[src/design/unicode_transcoder_top_assert.svh]
// Assertion helpers shared by the transcoder modules.
// Both expect clk and rst_n in scope.
`ifndef UNICODE_TRANSCODER_TOP_ASSERT_SVH
`define UNICODE_TRANSCODER_TOP_ASSERT_SVH

// same-cycle implication
`define UTC_ASSERT_NOW(lbl, ante, cons, msg) \
  lbl: assert property (@(posedge clk) disable iff (!rst_n) (ante) |-> (cons)) \
    else $error(msg);

// next-cycle implication
`define UTC_ASSERT_NEXT(lbl, ante, cons, msg) \
  lbl: assert property (@(posedge clk) disable iff (!rst_n) (ante) |=> (cons)) \
    else $error(msg);

`endif

[src/design/utc_pkg.sv]
package utc_pkg;

  localparam int CFG_IDX_W = 2;

  localparam logic [CFG_IDX_W-1:0] CFG_SRC_FORMAT  = 2'd0;
  localparam logic [CFG_IDX_W-1:0] CFG_DEST_FORMAT = 2'd1;
  localparam logic [CFG_IDX_W-1:0] CFG_DEST_CAP    = 2'd2;

  localparam logic [2:0] FMT_ASCII7  = 3'd0;
  localparam logic [2:0] FMT_UTF8    = 3'd1;
  localparam logic [2:0] FMT_UTF16LE = 3'd2;
  localparam logic [2:0] FMT_UTF16BE = 3'd3;
  localparam logic [2:0] FMT_UTF32LE = 3'd4;
  localparam logic [2:0] FMT_UTF32BE = 3'd5;

  localparam logic CMD_BYTE    = 1'b0;
  localparam logic CMD_RESTART = 1'b1;

  localparam logic [7:0]  QMARK      = 8'h3F;
  localparam logic [7:0]  LEAD4_MIN  = 8'hF0;
  localparam logic [7:0]  LEAD3_MIN  = 8'hE0;
  localparam logic [7:0]  LEAD2_MIN  = 8'hC0;
  localparam logic [7:0]  CONT_MARK  = 8'h80;
  localparam logic [15:0] SURR_FIRST = 16'hD800;
  localparam logic [15:0] SURR_HI_LAST = 16'hDBFF;
  localparam logic [15:0] SURR_LO_FIRST = 16'hDC00;
  localparam logic [15:0] SURR_LAST  = 16'hDFFF;

  // one encoded character waiting for the output side
  typedef struct packed {
    logic [3:0][7:0] data;
    logic [1:0]      last_idx;
  } utc_entry_t;

endpackage

[src/design/utc_front.sv]
module utc_front (
  input  logic                               clk,
  input  logic                               rst_n,
  input  logic                               cfg_wr_en,
  input  logic [utc_pkg::CFG_IDX_W-1:0]      cfg_index,
  input  logic [31:0]                        cfg_wr_data,
  input  logic                               in_valid,
  output logic                               in_stall,
  input  logic                               in_command,
  input  logic [7:0]                         in_data_byte,
  input  logic                               in_final_byte,
  input  logic                               q_full,
  output logic                               push,
  output utc_pkg::utc_entry_t                push_entry
);

  logic [2:0]      src_fmt_r, src_fmt_nxt;
  logic [2:0]      dst_fmt_r, dst_fmt_nxt;
  logic [31:0]     cap_r, cap_nxt;
  logic [31:0]     room_r, room_nxt;
  logic [2:0]      count_r, count_nxt;
  logic            halted_r, halted_nxt;
  logic [3:0][7:0] gbytes_r, gbytes_nxt;

  logic            fire;
  logic [3:0][7:0] gview;
  logic [2:0]      cnt1;
  logic [2:0]      need;
  logic [15:0]     u0, u1;
  logic            sur0;
  logic [31:0]     cp;
  logic [3:0][7:0] enc;
  logic [2:0]      enc_n;
  logic            enc_bad;
  logic            fmt_bad;
  logic            over16, big16;
  logic [3:0]      t_hi;
  logic [15:0]     hi16, lo16;

  assign in_stall = q_full;
  assign fire     = in_valid && !q_full;
  assign fmt_bad  = (src_fmt_r > utc_pkg::FMT_UTF32BE) || (dst_fmt_r > utc_pkg::FMT_UTF32BE);

  // gathered bytes with the incoming byte dropped into its slot
  always_comb begin
    for (int i = 0; i < 4; i++) begin
      gview[i] = (count_r[1:0] == 2'(i)) ? in_data_byte : gbytes_r[i];
    end
    cnt1 = count_r + 3'd1;
    u0   = (src_fmt_r == utc_pkg::FMT_UTF16LE) ? {gview[1], gview[0]} : {gview[0], gview[1]};
    u1   = (src_fmt_r == utc_pkg::FMT_UTF16LE) ? {gview[3], gview[2]} : {gview[2], gview[3]};
    sur0 = u0 inside {[utc_pkg::SURR_FIRST : utc_pkg::SURR_LAST]};
  end

  always_comb begin
    case (src_fmt_r)
      utc_pkg::FMT_ASCII7: need = 3'd1;
      utc_pkg::FMT_UTF8: begin
        if (gview[0] >= utc_pkg::LEAD4_MIN)      need = 3'd4;
        else if (gview[0] >= utc_pkg::LEAD3_MIN) need = 3'd3;
        else if (gview[0] >= utc_pkg::LEAD2_MIN) need = 3'd2;
        else                                     need = 3'd1;
      end
      utc_pkg::FMT_UTF16LE, utc_pkg::FMT_UTF16BE: begin
        if (cnt1 < 3'd2) need = 3'd2;
        else             need = sur0 ? 3'd4 : 3'd2;
      end
      default: need = 3'd4;
    endcase
  end

  // decode
  always_comb begin
    case (src_fmt_r)
      utc_pkg::FMT_ASCII7: cp = gview[0][7] ? {24'd0, utc_pkg::QMARK} : {24'd0, gview[0]};
      utc_pkg::FMT_UTF8: begin
        if (gview[0] >= utc_pkg::LEAD4_MIN)
          cp = {11'd0, gview[0][2:0], gview[1][5:0], gview[2][5:0], gview[3][5:0]};
        else if (gview[0] >= utc_pkg::LEAD3_MIN)
          cp = {16'd0, gview[0][3:0], gview[1][5:0], gview[2][5:0]};
        else if (gview[0] >= utc_pkg::LEAD2_MIN)
          cp = {21'd0, gview[0][4:0], gview[1][5:0]};
        else
          cp = gview[0][7] ? {24'd0, utc_pkg::QMARK} : {24'd0, gview[0]};
      end
      utc_pkg::FMT_UTF16LE, utc_pkg::FMT_UTF16BE: begin
        if (!sur0)
          cp = {16'd0, u0};
        else if (u0 > utc_pkg::SURR_HI_LAST ||
                 !(u1 inside {[utc_pkg::SURR_LO_FIRST : utc_pkg::SURR_LAST]}))
          cp = {24'd0, utc_pkg::QMARK};
        else
          // +0x10000 only touches the plane bits
          cp = {11'd0, 5'({1'b0, u0[9:6]} + 5'd1), u0[5:0], u1[9:0]};
      end
      utc_pkg::FMT_UTF32LE: cp = {gview[3], gview[2], gview[1], gview[0]};
      default:              cp = {gview[0], gview[1], gview[2], gview[3]};
    endcase
  end

  // encode
  always_comb begin
    over16 = (|cp[31:21]) || (cp[20] && (|cp[19:16]));
    big16  = |cp[20:16];
    t_hi   = 4'(cp[20:16] - 5'd1);
    hi16   = big16 ? (utc_pkg::SURR_FIRST | {6'd0, t_hi, cp[15:10]}) : cp[15:0];
    lo16   = big16 ? (utc_pkg::SURR_LO_FIRST | {6'd0, cp[9:0]}) : 16'd0;
    enc     = '0;
    enc_n   = 3'd1;
    enc_bad = 1'b0;
    case (dst_fmt_r)
      utc_pkg::FMT_ASCII7: enc[0] = (|cp[31:7]) ? utc_pkg::QMARK : cp[7:0];
      utc_pkg::FMT_UTF8: begin
        if (|cp[31:16]) begin
          enc[0] = utc_pkg::LEAD4_MIN | {5'd0, cp[20:18]};
          enc[1] = utc_pkg::CONT_MARK | {2'd0, cp[17:12]};
          enc[2] = utc_pkg::CONT_MARK | {2'd0, cp[11:6]};
          enc[3] = utc_pkg::CONT_MARK | {2'd0, cp[5:0]};
          enc_n  = 3'd4;
        end else if (|cp[15:11]) begin
          enc[0] = utc_pkg::LEAD3_MIN | {4'd0, cp[15:12]};
          enc[1] = utc_pkg::CONT_MARK | {2'd0, cp[11:6]};
          enc[2] = utc_pkg::CONT_MARK | {2'd0, cp[5:0]};
          enc_n  = 3'd3;
        end else if (|cp[10:7]) begin
          enc[0] = utc_pkg::LEAD2_MIN | {3'd0, cp[10:6]};
          enc[1] = utc_pkg::CONT_MARK | {2'd0, cp[5:0]};
          enc_n  = 3'd2;
        end else begin
          enc[0] = cp[7:0];
        end
      end
      utc_pkg::FMT_UTF16LE: begin
        enc     = {lo16[15:8], lo16[7:0], hi16[15:8], hi16[7:0]};
        enc_n   = big16 ? 3'd4 : 3'd2;
        enc_bad = over16;
      end
      utc_pkg::FMT_UTF16BE: begin
        enc     = {lo16[7:0], lo16[15:8], hi16[7:0], hi16[15:8]};
        enc_n   = big16 ? 3'd4 : 3'd2;
        enc_bad = over16;
      end
      utc_pkg::FMT_UTF32LE: begin
        enc   = {cp[31:24], cp[23:16], cp[15:8], cp[7:0]};
        enc_n = 3'd4;
      end
      default: begin
        enc   = {cp[7:0], cp[15:8], cp[23:16], cp[31:24]};
        enc_n = 3'd4;
      end
    endcase
  end

  always_comb begin
    src_fmt_nxt = src_fmt_r;
    dst_fmt_nxt = dst_fmt_r;
    cap_nxt     = cap_r;
    room_nxt    = room_r;
    count_nxt   = count_r;
    halted_nxt  = halted_r;
    gbytes_nxt  = gbytes_r;
    push        = 1'b0;
    if (fire) begin
      if (in_command == utc_pkg::CMD_RESTART) begin
        count_nxt  = 3'd0;
        halted_nxt = 1'b0;
        room_nxt   = cap_r;
      end else if (!fmt_bad && !halted_r) begin
        gbytes_nxt[count_r[1:0]] = in_data_byte;
        if (cnt1 >= need) begin
          count_nxt = 3'd0;
          if (enc_bad || room_r < 32'(enc_n)) begin
            halted_nxt = 1'b1;
          end else begin
            room_nxt = room_r - 32'(enc_n);
            push     = 1'b1;
          end
        end else begin
          count_nxt = cnt1;
        end
        if (in_final_byte) count_nxt = 3'd0;
      end
    end
    if (cfg_wr_en) begin
      case (cfg_index)
        utc_pkg::CFG_SRC_FORMAT: begin
          src_fmt_nxt = cfg_wr_data[2:0];
          count_nxt   = 3'd0;
        end
        utc_pkg::CFG_DEST_FORMAT: dst_fmt_nxt = cfg_wr_data[2:0];
        utc_pkg::CFG_DEST_CAP: begin
          cap_nxt  = cfg_wr_data;
          room_nxt = cfg_wr_data;
        end
        default: ;
      endcase
    end
  end

  assign push_entry.data     = enc;
  assign push_entry.last_idx = 2'(enc_n - 3'd1);

  always_ff @(posedge clk) begin
    if (!rst_n) begin
      src_fmt_r <= utc_pkg::FMT_UTF8;
      dst_fmt_r <= utc_pkg::FMT_UTF8;
      cap_r     <= '1;
      room_r    <= '1;
      count_r   <= 3'd0;
      halted_r  <= 1'b0;
    end else begin
      src_fmt_r <= src_fmt_nxt;
      dst_fmt_r <= dst_fmt_nxt;
      cap_r     <= cap_nxt;
      room_r    <= room_nxt;
      count_r   <= count_nxt;
      halted_r  <= halted_nxt;
    end
  end

  always_ff @(posedge clk) begin
    gbytes_r <= gbytes_nxt;
  end

endmodule

[src/design/utc_fifo.sv]
module utc_fifo #(
  parameter int DEPTH = 2
) (
  input  logic                clk,
  input  logic                rst_n,
  input  logic                push,
  input  utc_pkg::utc_entry_t push_entry,
  input  logic                pop,
  output logic                full,
  output logic                not_empty,
  output utc_pkg::utc_entry_t head
);

  localparam int PW = (DEPTH > 1) ? $clog2(DEPTH) : 1;
  localparam int CW = $clog2(DEPTH + 1);

  utc_pkg::utc_entry_t mem_r [DEPTH];
  logic [PW-1:0]       wr_ptr_r, wr_ptr_nxt;
  logic [PW-1:0]       rd_ptr_r, rd_ptr_nxt;
  logic [CW-1:0]       count_r, count_nxt;

  assign full      = (count_r == CW'(DEPTH));
  assign not_empty = (count_r != '0);
  assign head      = mem_r[rd_ptr_r];

  always_comb begin
    wr_ptr_nxt = wr_ptr_r;
    rd_ptr_nxt = rd_ptr_r;
    count_nxt  = count_r;
    if (push) wr_ptr_nxt = (wr_ptr_r == PW'(DEPTH - 1)) ? '0 : wr_ptr_r + 1'b1;
    if (pop)  rd_ptr_nxt = (rd_ptr_r == PW'(DEPTH - 1)) ? '0 : rd_ptr_r + 1'b1;
    if (push && !pop)      count_nxt = count_r + 1'b1;
    else if (!push && pop) count_nxt = count_r - 1'b1;
  end

  always_ff @(posedge clk) begin
    if (!rst_n) begin
      wr_ptr_r <= '0;
      rd_ptr_r <= '0;
      count_r  <= '0;
    end else begin
      wr_ptr_r <= wr_ptr_nxt;
      rd_ptr_r <= rd_ptr_nxt;
      count_r  <= count_nxt;
    end
  end

  always_ff @(posedge clk) begin
    if (push) mem_r[wr_ptr_r] <= push_entry;
  end

`include "unicode_transcoder_top_assert.svh"

  `UTC_ASSERT_NOW(a_no_push_full, push, !full, "write into full character queue")
  `UTC_ASSERT_NOW(a_no_pop_empty, pop, not_empty, "read from empty character queue")

endmodule

[src/design/utc_back.sv]
module utc_back (
  input  logic                clk,
  input  logic                rst_n,
  input  logic                not_empty,
  input  utc_pkg::utc_entry_t head,
  output logic                pop,
  output logic                out_valid,
  input  logic                out_stall,
  output logic [7:0]          out_byte,
  output logic                out_run_end
);

  logic [1:0] idx_r, idx_nxt;
  logic       accept;

  assign out_valid   = not_empty;
  assign out_byte    = head.data[idx_r];
  assign out_run_end = (idx_r == head.last_idx);
  assign accept      = out_valid && !out_stall;
  assign pop         = accept && out_run_end;

  always_comb begin
    idx_nxt = idx_r;
    if (accept) idx_nxt = out_run_end ? 2'd0 : idx_r + 2'd1;
  end

  always_ff @(posedge clk) begin
    if (!rst_n) idx_r <= 2'd0;
    else        idx_r <= idx_nxt;
  end

`include "unicode_transcoder_top_assert.svh"

  `UTC_ASSERT_NOW(a_idx_in_char, not_empty, idx_r <= head.last_idx, "byte index past character end")
  `UTC_ASSERT_NEXT(a_char_continues, accept && !out_run_end, out_valid && idx_r != 2'd0, "character cut short")

endmodule

[src/design/unicode_transcoder_top.sv]
// Streaming transcoder between ASCII7, UTF-8, UTF-16LE/BE and UTF-32LE/BE. The front end takes
// one source byte per cycle whenever the character queue has room, gathers the bytes of a
// character, decodes and re-encodes it in that same cycle and queues the 1 to 4 output bytes;
// the output side sends one byte per cycle while out_stall is low, run_end marking a character's
// last byte. A character is registered in the queue before its first output byte appears.
// Sustained rate is set by the output serialiser, which sends a character's output bytes one at
// a time, up to 4 per input byte (e.g. ASCII7 to UTF-32). QUEUE_DEPTH characters can wait between the two sides.
module unicode_transcoder_top #(
  parameter int QUEUE_DEPTH = 2
) (
  input  logic                          clk,
  input  logic                          rst_n,
  input  logic                          cfg_wr_en,
  input  logic [utc_pkg::CFG_IDX_W-1:0] cfg_index,
  input  logic [31:0]                   cfg_wr_data,
  input  logic                          in_valid,
  output logic                          in_stall,
  input  logic                          in_command,
  input  logic [7:0]                    in_data_byte,
  input  logic                          in_final_byte,
  output logic                          out_valid,
  input  logic                          out_stall,
  output logic [7:0]                    out_byte,
  output logic                          out_run_end
);

  logic                q_full;
  logic                q_not_empty;
  logic                q_push;
  logic                q_pop;
  utc_pkg::utc_entry_t q_in;
  utc_pkg::utc_entry_t q_head;

  utc_front u_front (
    .clk           (clk),
    .rst_n         (rst_n),
    .cfg_wr_en     (cfg_wr_en),
    .cfg_index     (cfg_index),
    .cfg_wr_data   (cfg_wr_data),
    .in_valid      (in_valid),
    .in_stall      (in_stall),
    .in_command    (in_command),
    .in_data_byte  (in_data_byte),
    .in_final_byte (in_final_byte),
    .q_full        (q_full),
    .push          (q_push),
    .push_entry    (q_in)
  );

  utc_fifo #(
    .DEPTH (QUEUE_DEPTH)
  ) u_fifo (
    .clk        (clk),
    .rst_n      (rst_n),
    .push       (q_push),
    .push_entry (q_in),
    .pop        (q_pop),
    .full       (q_full),
    .not_empty  (q_not_empty),
    .head       (q_head)
  );

  utc_back u_back (
    .clk         (clk),
    .rst_n       (rst_n),
    .not_empty   (q_not_empty),
    .head        (q_head),
    .pop         (q_pop),
    .out_valid   (out_valid),
    .out_stall   (out_stall),
    .out_byte    (out_byte),
    .out_run_end (out_run_end)
  );

endmodule
[config.mk]
export PLATFORM = sky130hd
export DESIGN_NAME = unicode_transcoder_top
export DESIGN_NICKNAME = d
export VERILOG_FILES = /design/src/design/utc_pkg.sv /design/src/design/utc_front.sv /design/src/design/utc_fifo.sv /design/src/design/utc_back.sv /design/src/design/unicode_transcoder_top.sv
export VERILOG_INCLUDE_DIRS = /design/src /design/src/design
export SDC_FILE = /design/constraint.sdc
export NUM_CORES = 1
export LEC_CHECK = 0
export ABC_AREA = 1
export BUFFER_PORTS_ARGS = -buffer_cell sky130_fd_sc_hd__buf_2
export CORE_MARGIN = 2
export CORE_UTILIZATION = 40
export CTS_CLUSTER_SIZE = 40
export DETAILED_ROUTE_END_ITERATION = 12
export GPL_ROUTABILITY_DRIVEN = 0
export SYNTH_ARGS = -nofsm -noshare
export SYNTH_HDL_FRONTEND = slang
export SYNTH_SLANG_ARGS = --single-unit
[constraint.sdc]
create_clock -name clk -period 5.9 [get_ports clk]
set_clock_uncertainty 0.05 [all_clocks]
set_input_delay 0.59 -clock clk [delete_from_list [all_inputs] [get_ports clk]]
set_output_delay 0.59 -clock clk [all_outputs]
set_load 0.1 [all_outputs]
After elaboration in Yosys (flattened, before gate mapping)
Memory sizes are Yosys's and may differ from the RTL's. A register that Yosys moved wholly into a read port is not among the register bits.
Cells that the tools add are included.
{"block": "word_totals", "regBits": 112, "ramBits": 68, "inputBits": 49, "output_inout_bits": 11, "elab_cells": 174, "mem_count": 1}
{"memory": "u_fifo.mem_r", "words": 2, "word_bits": 34, "rd": 1, "rd_ports_with_merged_regs": 1, "write_ports": 1, "line": "utc_fifo.sv:17", "source": "utc_pkg::utc_entry_t mem_r [DEPTH];"}
{"block": "classes", "n_addsub": 10, "order_cmp": 16, "eq_ne": 15, "n_mux": 73, "n_bitwise": 1, "n_reduce_logical": 44}
{"cell": "32-bit two-way mux", "count": 11}
{"cell": "32-bit one-hot mux with 4 select lines", "count": 1}
{"cell": "24-bit one-hot mux with 5 select lines", "count": 1}
{"cell": "8-bit two-way mux", "count": 11}
{"cell": "16-bit two-way mux", "count": 5}
{"cell": "3-bit two-way mux", "count": 14}
{"cell": "8-bit one-hot mux with 5 select lines", "count": 1}
{"cell": "32-bit bitwise mux", "count": 1}
{"cell": "16-bit greater-or-equal comparator (second input constant)", "count": 2}
{"cell": "16-bit <= comparator (second input constant)", "count": 2}
{"cell": "32-bit by 3-bit less-than comparator with 1-bit output", "count": 1}
{"cell": "32-bit by 3-bit subtractor with 32-bit output", "count": 1}
{"cell": "25-bit OR reduction", "count": 1}
{"cell": "8-bit greater-or-equal comparator (second input constant)", "count": 3}
{"cell": "24-bit two-way mux", "count": 1}
{"cell": "21-bit two-way mux", "count": 1}
{"cell": "3-bit one-hot mux with 3 select lines", "count": 2}
{"cell": "8-bit binary-select mux with 2-bit select", "count": 1}
{"cell": "8-bit demux with 2-bit select", "count": 1}
{"cell": "16-bit greater-than comparator (second input constant)", "count": 1}
{"cell": "1-bit two-way mux", "count": 16}
{"cell": "16-bit OR reduction", "count": 1}
{"cell": "3-bit by 2-bit == test with 1-bit output (second input constant)", "count": 4}
{"cell": "11-bit OR reduction", "count": 1}
{"cell": "31 further kinds", "count": 75}

Logic depth before layout (Yosys ltp)
{"block": "depth", "word_depth": 26, "depth_mapped": 45, "mapped_depth_nobuf": 45}

Cells and area by module
From an unflattened synthesis, not the netlist that was laid out.
{"block": "hier_totals", "hier_cells": 1813, "hier_area_um2": 12841.1}
{"module": "utc_front", "instances": 1, "cells_per_inst": 1600, "area_each_um2": 9584.2, "seq_area_each_um2": 2442.3}
{"module": "utc_fifo", "instances": 1, "cells_per_inst": 141, "area_each_um2": 2836.5, "seq_area_each_um2": 2142.1}
{"module": "utc_back", "instances": 1, "cells_per_inst": 72, "area_each_um2": 420.4, "seq_area_each_um2": 40.0}

Worst setup path after synthesis
Ideal clock, no wire load.
{"block": "synth_path", "path_kind": "register -> register", "from": "reg u_front.count_r[0]", "to": "mem u_fifo.mem_r[0][0] in the netlist's numbering (enable)", "setup_time_ps": 425, "t_arrival_ps": 5736, "required_ps": 5425, "setup_slack_ps": -311, "path_stages_with_launch": 35, "n_path_buf": 0, "synth_period_minus_slack_ps": 6211, "cell_sequence": "dfxtp_1 inv_1 ha_1 inv_1 nand2_1 nand2_1 nand2_1 nand2_1 nand2_2 nor2_8 nand3_2 inv_1 nand3_1 o211ai_1 o21ai_1 ha_1 nand3_2 nor2_2 nand2_2 nor2_4 inv_1 o22ai_4 ha_1 fa_1 nor2_1 nor2_1 nand4_1 nor2_1 nand2_1 nor2_1 inv_1 nand3_1 nor2_1 inv_2 nor2_1"}
{"block": "synth_between", "elab_chain_cells": 24}
{"item": "start, declared", "line": "utc_front.sv:21", "source": "logic [2:0] count_r, count_nxt;"}
{"item": "start signal, assigned", "line": "utc_front.sv:216", "source": "count_r <= count_nxt;"}
{"item": "2-bit == test", "line": "utc_front.sv:47", "source": "gview[i] = (count_r[1:0] == 2'(i)) ? in_data_byte : gbytes_r[i];"}
{"item": "8-bit two-way mux", "line": "utc_front.sv:47"}
{"item": "16-bit two-way mux", "line": "utc_front.sv:51", "source": "u1 = (src_fmt_r == utc_pkg::FMT_UTF16LE) ? {gview[3], gview[2]} : {gview[2], gview[3]};"}
{"item": "16-bit greater-or-equal comparator or 16-bit <= comparator (tied branches)", "line": "utc_front.sv:90", "source": "!(u1 inside {[utc_pkg::SURR_LO_FIRST : utc_pkg::SURR_LAST]}))"}
{"item": "1-bit logical AND", "line": "utc_front.sv:90"}
{"item": "1-bit logical NOT", "line": "utc_front.sv:90"}
{"item": "1-bit logical OR", "line": "utc_front.sv:89", "source": "else if (u0 > utc_pkg::SURR_HI_LAST ||"}
{"item": "21-bit two-way mux", "line": "utc_front.sv:89"}
{"item": "[9 not listed]"}
{"item": "1-bit two-way mux", "line": "utc_front.sv:172", "source": "if (enc_bad || room_r < 32'(enc_n)) begin"}
{"item": "1-bit two-way mux (*)", "line": "utc_front.sv:170", "source": "if (cnt1 >= need) begin"}
{"item": "1-bit two-way mux (*)", "line": "utc_front.sv:168", "source": "end else if (!fmt_bad && !halted_r) begin"}
{"item": "1-bit two-way mux (*)", "line": "utc_front.sv:164", "source": "if (in_command == utc_pkg::CMD_RESTART) begin"}
{"item": "1-bit two-way mux (*)", "line": "utc_front.sv:163", "source": "if (fire) begin"}
{"item": "named net q_push", "line": "unicode_transcoder_top.sv:29", "source": "logic q_push;"}
{"item": "1-bit two-way mux (*)", "line": "utc_fifo.sv:49", "source": "if (push) mem_r[wr_ptr_r] <= push_entry;"}
{"item": "1-bit two-way mux (implied by the code) (*)", "line": "utc_fifo.sv:49"}
{"item": "end, declared", "line": "utc_fifo.sv:17"}
The timed path passes the listed nets; every way through them passes the cells marked *.

Worst setup path in the final report
{"block": "layout_path", "from": "reg u_front.count_r[1]", "to": "reg u_fifo.count_r[1]"}
{"block": "layout_between", "elab_chain_cells": 25}
{"item": "2-bit == test", "line": "utc_front.sv:47"}
{"item": "8-bit two-way mux", "line": "utc_front.sv:47"}
{"item": "16-bit two-way mux", "line": "utc_front.sv:51"}
{"item": "16-bit greater-or-equal comparator or 16-bit <= comparator (tied branches)", "line": "utc_front.sv:90"}
{"item": "1-bit logical AND", "line": "utc_front.sv:90"}
{"item": "1-bit logical NOT", "line": "utc_front.sv:90"}
{"item": "1-bit logical OR", "line": "utc_front.sv:89"}
{"item": "21-bit two-way mux", "line": "utc_front.sv:89"}
{"item": "[10 not listed]"}
{"item": "1-bit two-way mux (*)", "line": "utc_front.sv:170"}
{"item": "1-bit two-way mux (*)", "line": "utc_front.sv:168"}
{"item": "1-bit two-way mux (*)", "line": "utc_front.sv:164"}
{"item": "1-bit two-way mux (*)", "line": "utc_front.sv:163"}
{"item": "named net q_push", "line": "unicode_transcoder_top.sv:29"}
{"item": "1-bit logical NOT", "line": "utc_fifo.sv:33", "source": "else if (!push && pop) count_nxt = count_r - 1'b1;"}
{"item": "1-bit logical AND", "line": "utc_fifo.sv:33"}
{"item": "2-bit nonzero test (no source line)"}
{"item": "end signal, assigned", "line": "utc_fifo.sv:44", "source": "count_r <= count_nxt;"}
{"item": "end, declared", "line": "utc_fifo.sv:20", "source": "logic [CW-1:0] count_r, count_nxt;"}
Marked as above.
A chain may end at the register's enable or synchronous reset.

==> impl_metrics.ini <==
[clock_tree]
h-tree-depth = 4
clk_pin_slew_worst_paths_ns = 0.08
clock_latency_ns = 0.45
cts_buffer_depth = 2
cts_root_buf = clkbuf_16
cts_tree = yes
cts-buffers-inserted = 17
cts.sinks = 181

[worst_setup_path]
cp_max_fo = 12
reg2regPathDepth = 36
reg2reg_to = u_fifo.count_r[1]$_SDFFE_PN0P_
cp.arrival_ns = 5.78
cpPeakStageDelay_ns = 0.38
path_buf_inv = 7
cp-end-kind = flip-flop
crit_required_ns = 6.18
rrSetupSlack_ns = 0.40
cp_num_cells = 36
worst-setup-path-type = flip-flop to flip-flop
rr_startpoint = u_front.count_r[1]$_SDFF_PN0_
start_kind = flip-flop
cp_slowest_cell = dfxtp_2
path_delay_family = simple AND/OR/NAND/NOR gates

[worst_hold_path]
hold_class = input pin to flip-flop
min_from = cfg_wr_data[21]
holdPathEnd = u_front.room_r[21]$_SDFF_PN1_
hold_depth = 5

[pwr]
p_per_area_nw_per_um2 = 278
power_leakage_nw = 6.44
ir_drop_mv = 0.189

[logic_synthesis]
ys_async_sr_fraction = 0
ys.flop_type = edfxtp_1
ys_ff_latch = 181
seq_area_frac_synth = 0.375
syn-num-nets = 1880
yosysUniqueCellTypes = 57
synth_edf_count = 100
postSynthAreaPerCell_um2 = 6.79
ys_warn_count = 0
netlist_area_um2 = 12300
syn_inst = 1815

[routing]
drt-wirelength-per-cell_um = 17.0
drtAntennaViolNets = 0
drtIter0Drc = 1031
drt-vias-per-instance = 5.51
vias = 12600
drt_wl_total_um = 38800
drc = 0
firstDrtPassIters = 5

[finish]
diodes = 0
area_growth_pct = 13.0
nets = 1939
drive_above_1_share = 0.136
final_cell_mix = nand2_1, inv_1, nor2_1
layout_commonest_cell = nand2_1

[flow_run]
max_cap_viol_count = 0

[floorplan]
ioPinCount = 60
die_w_um = 179
start_util = 0.405
core-area_um2 = 30400
dieArea_um2 = 32200
dieHeight_um = 179
rows = 64

[timing]
finalWorstSetupSlack_ns = 0.399
finalSetupTns_ns = 0
hold_viol = 0
finalCritPeriodShare = 0.932
fin_crit_ns = 5.50
setup_viol = 0
relSlewSlack = 0.178
holdWs_ns = 0.365
maxSlewViolCount = 0
clock.fmax_mhz = 182
worstMarginPinSlew_ns = 1.22

[grt]
gr-total-overflow = 0
grt_pass1_vias = 11900
grt_antenna_before_repair = 0
grt_max_degree = 52
grt_pass1_wl_um = 62600
grtUsageTotal = 0.237

[place]
portBuffers = 59
dp_hpwl_um = 27900
dpl_worst_slack_ns = 0.0404

[run_status]
status = finished, final reports clean
==> metrics by stage <==
stage	instance area, µm²	utilization	power, mW	std cells
2_1_floorplan	12300	-	2.38	1815
3_3_place_gp	13200	0.432	2.68	2246
3_5_place_dp	13200	0.432	2.69	2246
4_1_cts	13800	0.452	3.85	2278
5_1_grt	13900	0.457	4.06	2283
6_report	13900	0.457	3.87	2283
==> worst max-delay path by stage <==
stage	from	endpoint	slack [ns]
floorplan	u_front.count_r[0]$_SDFF_PN0_	u_fifo.mem_r[0][0]$_DFFE_PP_	-0.31
global placement	u_front.count_r[0]$_SDFF_PN0_	u_front.room_r[24]$_SDFF_PN1_	0.26
detailed placement	u_front.count_r[0]$_SDFF_PN0_	u_front.room_r[23]$_SDFF_PN1_	0.04
CTS	u_front.count_r[0]$_SDFF_PN0_	u_front.room_r[23]$_SDFF_PN1_	0.03
global route	u_front.count_r[1]$_SDFF_PN0_	u_front.room_r[17]$_SDFF_PN1_	-0.05
finish	u_front.count_r[1]$_SDFF_PN0_	u_fifo.count_r[1]$_SDFFE_PN0P_	0.40
==> power breakdown <==
group	total (mW)	internal, mW	leakage [nW]	switching (mW)
registers	1.51	1.45	1.58	0.0597
clock network	1.16	0.612	0.286	0.549
logic	1.20	0.336	4.57	0.860
total	3.87	2.40	6.44	1.47
==> registers in the layout, indices dropped and copies added (netlist names), 2 cells and up, named ones only <==
register	cells
u_back.idx_r	2
u_fifo.count_r	2
u_fifo.mem_r	68
u_front.cap_r	32
u_front.count_r	3
u_front.dst_fmt_r	3
u_front.gbytes_r	32
u_front.room_r	32
u_front.src_fmt_r	3
==> routing by layer <==
layer,up-vias,global-route usage,part of all wire
met5,-,0,0
met4,0,0.0966,0.039
met3,129,0.0429,0.083
met2,603,0.364,0.43
met1,5726,0.329,0.45
li1,6112,-,-
==> cell usage after synthesis (28+ instances only) <==
cell type / instances / area, µm²
a21oi_1: 90 / 450
clkbuf_1: 37 / 139
dfxtp_1: 81 / 1620
edfxtp_1: 100 / 3000
inv_1: 218 / 818
nand2_1: 522 / 1960
nand3_1: 67 / 335
nand4_1: 28 / 175
nor2_1: 179 / 672
o21ai_0: 163 / 816
o21ai_1: 55 / 275
o22ai_1: 35 / 219
==> worst min-delay path, cell delays in order <==
cell     delay [ns]
buf_2          0.08
nand2_1        0.04
nand2_1        0.05
inv_1          0.04
nand2_1        0.05
==> cell type report <==
| cell class | instances | area [µm²] |
|---|---|---|
| fillers | 3156 | 16500 |
| clock inverters | 11 | 104 |
| inverters | 242 | 920 |
| multi-input cells | 1324 | 6590 |
| well taps | 396 | 495 |
| repair buffers | 108 | 696 |
| clock buffers | 21 | 487 |
| flip-flops and latches | 181 | 4630 |
==> logic make-up after synthesis <==
family / count (synthesis) / synth area share
compound gates: 425 / 0.196
mux: 2 / 0.00163
fa+ha+maj: 16 / 0.0169
xor+xnor: 8 / 0.00569
simple gates: 872 / 0.303
buf+inv: 311 / 0.101
flops: 181 / 0.375
==> timing repair <==
action | in CTS | in global routing
buffers inserted | 0 | 4
hold endpoints to repair | 0 | 0
hold buffers | 0 | 0
endpoints found under the setup margin | 0 | 100
resized for setup | 0 | 47
No activity file was read; power rests on OpenSTA's default activity.
